`src/design/awir_pkg.sv`:
```
// Shared types and constants for the area-weighted image rebinning block.
package awir_pkg;

    // Fixed field and register widths.
    localparam int POS_W   = 11;
    localparam int PIX_W   = 24;
    localparam int SCALE_W = 16;
    localparam int VSUM_W  = 48;
    localparam int WSUM_W  = 26;
    localparam int WT_W    = 17;
    localparam int DIV_N   = 48;
    localparam int DIV_D   = 26;
    localparam int CFG_IDX_W  = 3;
    localparam int CFG_DATA_W = 16;

    localparam logic [WT_W-1:0] ONE_Q16 = 17'h10000;

    // Configuration register indexes.
    localparam logic [CFG_IDX_W-1:0] CFG_IN_WIDTH   = 3'd0;
    localparam logic [CFG_IDX_W-1:0] CFG_IN_HEIGHT  = 3'd1;
    localparam logic [CFG_IDX_W-1:0] CFG_OUT_WIDTH  = 3'd2;
    localparam logic [CFG_IDX_W-1:0] CFG_OUT_HEIGHT = 3'd3;
    localparam logic [CFG_IDX_W-1:0] CFG_SCALE      = 3'd4;

    // Command codes.
    localparam logic CMD_ACCUM   = 1'b0;
    localparam logic CMD_READOUT = 1'b1;

    typedef struct packed {
        logic                    command;
        logic [POS_W-1:0]        pos_x;
        logic [POS_W-1:0]        pos_y;
        logic signed [PIX_W-1:0] pix_value;
    } t_in;

    typedef struct packed {
        logic signed [PIX_W-1:0] out_value;
        logic                    empty_pixel;
    } t_out;

    // One axis of a pixel mapped into output cells.
    typedef struct packed {
        logic signed [17:0] c_hi;
        logic signed [17:0] c_lo;
        logic               split;
        logic [15:0]        frac;
    } t_axis;

    typedef struct packed {
        logic             start;
        logic [DIV_N-1:0] dividend;
        logic [DIV_D-1:0] divisor;
    } t_div_req;

    typedef struct packed {
        logic             done;
        logic [DIV_N-1:0] quotient;
    } t_div_rsp;

    typedef enum logic [3:0] {
        S_CLEAR,
        S_IDLE,
        S_GEOM,
        S_DIVX,
        S_WAITX,
        S_DIVY,
        S_WAITY,
        S_CELL_A,
        S_CELL_B,
        S_CELL_C,
        S_RO_RD,
        S_RO_CLR,
        S_RO_DIV,
        S_RESULT
    } t_state;

endpackage

```
`src/design/awir_div.sv`:
```
// Restoring unsigned divider that resolves one quotient bit per cycle.
module awir_div (
    input  logic              i_clk,
    input  logic              i_rst_n,
    input  awir_pkg::t_div_req i_req,
    output awir_pkg::t_div_rsp o_rsp
);
    import awir_pkg::*;

    localparam int CNT_W = $clog2(DIV_N);

    logic [DIV_N-1:0] r_quo;
    logic [DIV_D-1:0] r_rem;
    logic [DIV_D-1:0] r_den;
    logic [CNT_W-1:0] r_cnt;
    logic             r_busy;
    logic             r_done;
    logic [DIV_D:0]   w_trial;
    logic [DIV_D:0]   w_diff;
    logic             w_bit;

    // Trial subtraction of the divisor from the shifted partial remainder.
    always_comb begin
        w_trial = {r_rem, r_quo[DIV_N-1]};
        w_diff  = w_trial - {1'b0, r_den};
        w_bit   = (w_trial >= {1'b0, r_den});
    end

    // Control: busy for DIV_N steps, then a one-cycle done pulse.
    always_ff @(posedge i_clk) begin
        if (!i_rst_n) begin
            r_busy <= 1'b0;
            r_done <= 1'b0;
            r_cnt  <= '0;
        end else begin
            r_done <= 1'b0;
            if (i_req.start) begin
                r_busy <= 1'b1;
                r_cnt  <= '0;
            end else if (r_busy) begin
                r_cnt <= r_cnt + 1'b1;
                if (r_cnt == CNT_W'(DIV_N - 1)) begin
                    r_busy <= 1'b0;
                    r_done <= 1'b1;
                end
            end
        end
    end

    // Datapath: the dividend shifts out as quotient bits shift in.
    always_ff @(posedge i_clk) begin
        if (i_req.start) begin
            r_quo <= i_req.dividend;
            r_rem <= '0;
            r_den <= i_req.divisor;
        end else if (r_busy) begin
            r_quo <= {r_quo[DIV_N-2:0], w_bit};
            r_rem <= w_bit ? w_diff[DIV_D-1:0] : w_trial[DIV_D-1:0];
        end
    end

    assign o_rsp.done     = r_done;
    assign o_rsp.quotient = r_quo;

endmodule

```
`config.mk`:
```
export PLATFORM = sky130hd
export DESIGN_NAME = awir_div
export DESIGN_NICKNAME = d
export VERILOG_FILES = /design/src/design/awir_pkg.sv /design/src/design/awir_div.sv
export SDC_FILE = /design/constraint.sdc
export NUM_CORES = 1
export LEC_CHECK = 0
export ABC_AREA = 0
export BUFFER_PORTS_ARGS = -buffer_cell sky130_fd_sc_hd__buf_2
export CORE_MARGIN = 5
export CORE_UTILIZATION = 55
export DETAILED_ROUTE_END_ITERATION = 7
export GPL_TIMING_DRIVEN = 0
export PLACE_DENSITY = 0.92
export SYNTH_ARGS = -nofsm -noshare
export SYNTH_HDL_FRONTEND = slang
export SYNTH_SLANG_ARGS = --single-unit
```
`constraint.sdc`:
```
create_clock -name i_clk -period 7.5 [get_ports i_clk]
set_clock_uncertainty 0.15 [all_clocks]
set_input_delay 1.5 -clock i_clk [delete_from_list [all_inputs] [get_ports i_clk]]
set_output_delay 1.5 -clock i_clk [all_outputs]
set_load 0.1 [all_outputs]
```
==> results_dict.tcl <==
set metrics [dict create \
    outcome "finished, final reports clean" \
    grt_pass1_vias 4622 \
    maxSlewViolCount 0 \
    rsz0062_at_grt "no" \
    crit_path_max_incr_delay_ns 0.81 \
    fin_crit_sh_pct 56.2 \
    drt_wl_total_um 14400 \
    synth_top_family_by_area "compound AO/OA/AOI/OAI gates" \
    cp_max_fo 48 \
    worst-path-stages 5 \
    grt_pass1_wl_um 22800 \
    yosysSeqAreaShare_pct 51.4 \
    core.rowCount 37 \
    synth_compound_area_share_pct 13.9 \
    synthSimpleGateAreaFrac_pct 8.87 \
    die-area_mm2 0.0124 \
    path_buf_inv 4 \
    num_io_pins 126 \
    postCtsResizedCells 0 \
    port_buffers 125 \
    final_nets 744 \
    hold_violations 0 \
    grt_max_degree 49 \
    power_density_mw_per_mm2 236 \
    worstMarginPinSlew_ns 0.987 \
    clock-sinks 108 \
    ir_worst_vdd_uv 219 \
    tns_ns 0 \
    clk_latency_ns 0.40 \
    drc 0 \
    drt-initial-drc-count 240 \
    synth_ff_type "edfxtp_1" \
    maxCapViolations 0 \
    synth_area_mm2 0.00565 \
    core_area_mm2 0.0102 \
    synth-async-reset-ratio_pct 0 \
    netlist_instances 503 \
    synth_edf_count 74 \
    vias_per_cell 5.71 \
    cts_buffer_depth 2 \
    end_kind "flop" \
    worstSetupPathType "in -> reg" \
    instances_no_fill 780 \
    ant_nets 0 \
    max_freq_ghz 0.237 \
    yosys_register_bits 108 \
    gr-total-overflow 0 \
    ff2ff_path_depth 13 \
    track_usage_pct 22.9 \
    cp.arrival_ns 4.09 \
    fill_cells 821 \
    hp-class "reg -> reg" \
    synthAdderAreaFrac_pct 6.34 \
    synth-xor-area-share_pct 4.19 \
    relSlewSlack_pct 33.9 \
    cts_setup_buffers 0 \
    synth_warnings 0 \
    cpMostUsedCell "clkbuf_1" \
    syn_nets 608 \
    vias 4453 \
    synth_cell_types 48 \
    clk_root_buffer_cell "clkbuf_8" \
    crit_path_start_kind "input pin" \
    die_width_um 111 \
    leakage_nw 2.92 \
    path_clk_slew_ns 0.10 \
    antenna_found_initial 0 \
    ctsHtreeMaxLevel 3 \
    crit_chain "buf_2, clkbuf_1, clkbuf_1, nor2_1, inv_2" \
    cts_made_buffers 9 \
    drtPass1Iterations 5 \
    start_util_pct 55.4 \
    muxShareOfSynthArea_pct 11.1 \
    whs_path_depth 2 \
    chipHeight_um 111 \
    period_needed_ns 4.22 \
    slowest_stage "inv_2" \
    cts_tree "done" \
    path_delay_family "buffers and inverters" \
    hpwl_um 10600 \
    syn_area_per_cell_um2 11.2 \
    gp_congestion 0.919 \
    placedCellCount 764 \
    drive_gt1_share_pct 30.6 \
    antenna_cells 0 \
    power_mw 1.56 \
    post_drt_wl_per_cell_um 18.5 \
    ctsHoldBuffers 0 \
    syn2layout_area_growth_pct 17.6 \
    cp_data_required_time_ns 7.38 \
    setup_viol 0 \
]
-- stage by stage --
stage          instance area, um2  hold slack (ns)  worst slack [ns]  util, %
2_1_floorplan                5650            0.303              3.78        -
3_3_place_gp                 6440            0.318              2.41     63.2
3_5_place_dp                 6440            0.328              2.79     63.2
4_1_cts                      6640            0.341              3.24     65.2
5_1_grt                      6640            0.392              3.07     65.2
6_report                     6640            0.341              3.28     65.2
-- Yosys cell counts, drive strengths merged (6+ instances only) --
master | count | share of area, %
a211oi | 20 | 2.9
a21o | 12 | 1.6
a21oi | 38 | 3.4
a32oi | 6 | 0.93
and3 | 9 | 1.0
clkbuf | 18 | 1.2
dfxtp | 34 | 12
edfxtp | 74 | 39
ha | 27 | 6.0
inv | 32 | 2.1
mux2 | 47 | 9.4
mux2i | 10 | 1.8
nand2 | 25 | 1.7
nand3 | 6 | 0.53
nor2 | 47 | 3.1
o21ai | 18 | 1.6
xnor2 | 12 | 1.9
xor2 | 15 | 2.3
-- state kept, by name, indices dropped and copies added, names as in the netlist --
signal and count:
r_den 26, r_done 1, r_quo 48, r_busy 1, r_rem 26, r_cnt 6
-- final timing paths --
check,from,slack [ns],endpoint
worst max register to register,r_quo[47],4.03,r_rem[14]
worst min register to register,r_rem[8],0.34,r_rem[8]
worst max-delay path,i_req[74],3.28,r_quo[30]
worst min-delay path,r_rem[8],0.34,r_rem[8]
-- per-layer routing --
metal  share of wire (%)  vias up  wire, um  global-route usage [%]
met5                   0        -         0                       0
met4                 1.4        0       202                    6.08
met3                 9.1       17      1310                    8.57
met2                  49      188      7140                    39.4
met1                  40     2136      5780                    27.1
li1                    -     2112         -                       -
-- where the power goes --
part / switching, mW / internal [mW] / leakage, nW
Combinational: 0.348 / 0.126 / 1.80
Sequential: 0.0281 / 0.694 / 1.02
Clock: 0.210 / 0.158 / 0.103
-- cell type report --
type | count | area [um2] | area share, %
flip-flops and latches | 108 | 2900 | 43.7
multi-input cells | 340 | 2510 | 37.8
repair buffers | 125 | 626 | 9.43
clock inverters | 6 | 68.8 | 1.04
clock buffers | 10 | 128 | 1.92
inverters | 32 | 120 | 1.81
plain buffers | 23 | 111 | 1.68
well taps | 136 | 170 | 2.56
-- cells in the final DEF, fill, tap and decap left out, types with 15 or more instances in the layout --
master / count
a21oi_1: 38
xor2_1: 15
ha_1: 27
dfxtp_1: 34
o21ai_0: 16
mux2_2: 47
inv_1: 31
a211oi_1: 19
nand2_1: 25
nor2_1: 47
clkbuf_1: 18
edfxtp_1: 74
buf_2: 126
-- worst reg2reg max path: stages, from the launching register on --
cell,delay [ns]
edfxtp_1,0.42
inv_1,0.08
ha_1,0.17
inv_1,0.05
fa_1,0.40
a21o_1,0.22
a221oi_1,0.42
a21oi_1,0.23
a21boi_0,0.45
o21a_1,0.22
o21bai_1,0.09
xor2_1,0.14
mux2i_1,0.10
a211oi_1,0.23
-- cell families (layout without fill, tap and decap cells) --
kind of cell	after synthesis	count (layout)
AOI/OAI and AO/OA	119	119
and+or+nand+nor	109	109
DFF	108	108
muxes	57	57
buffers and inverters	55	196
adders and majority gates	28	28
xor gates and xnor gates	27	27
Note: power is estimated with default switching activity, not from simulation.
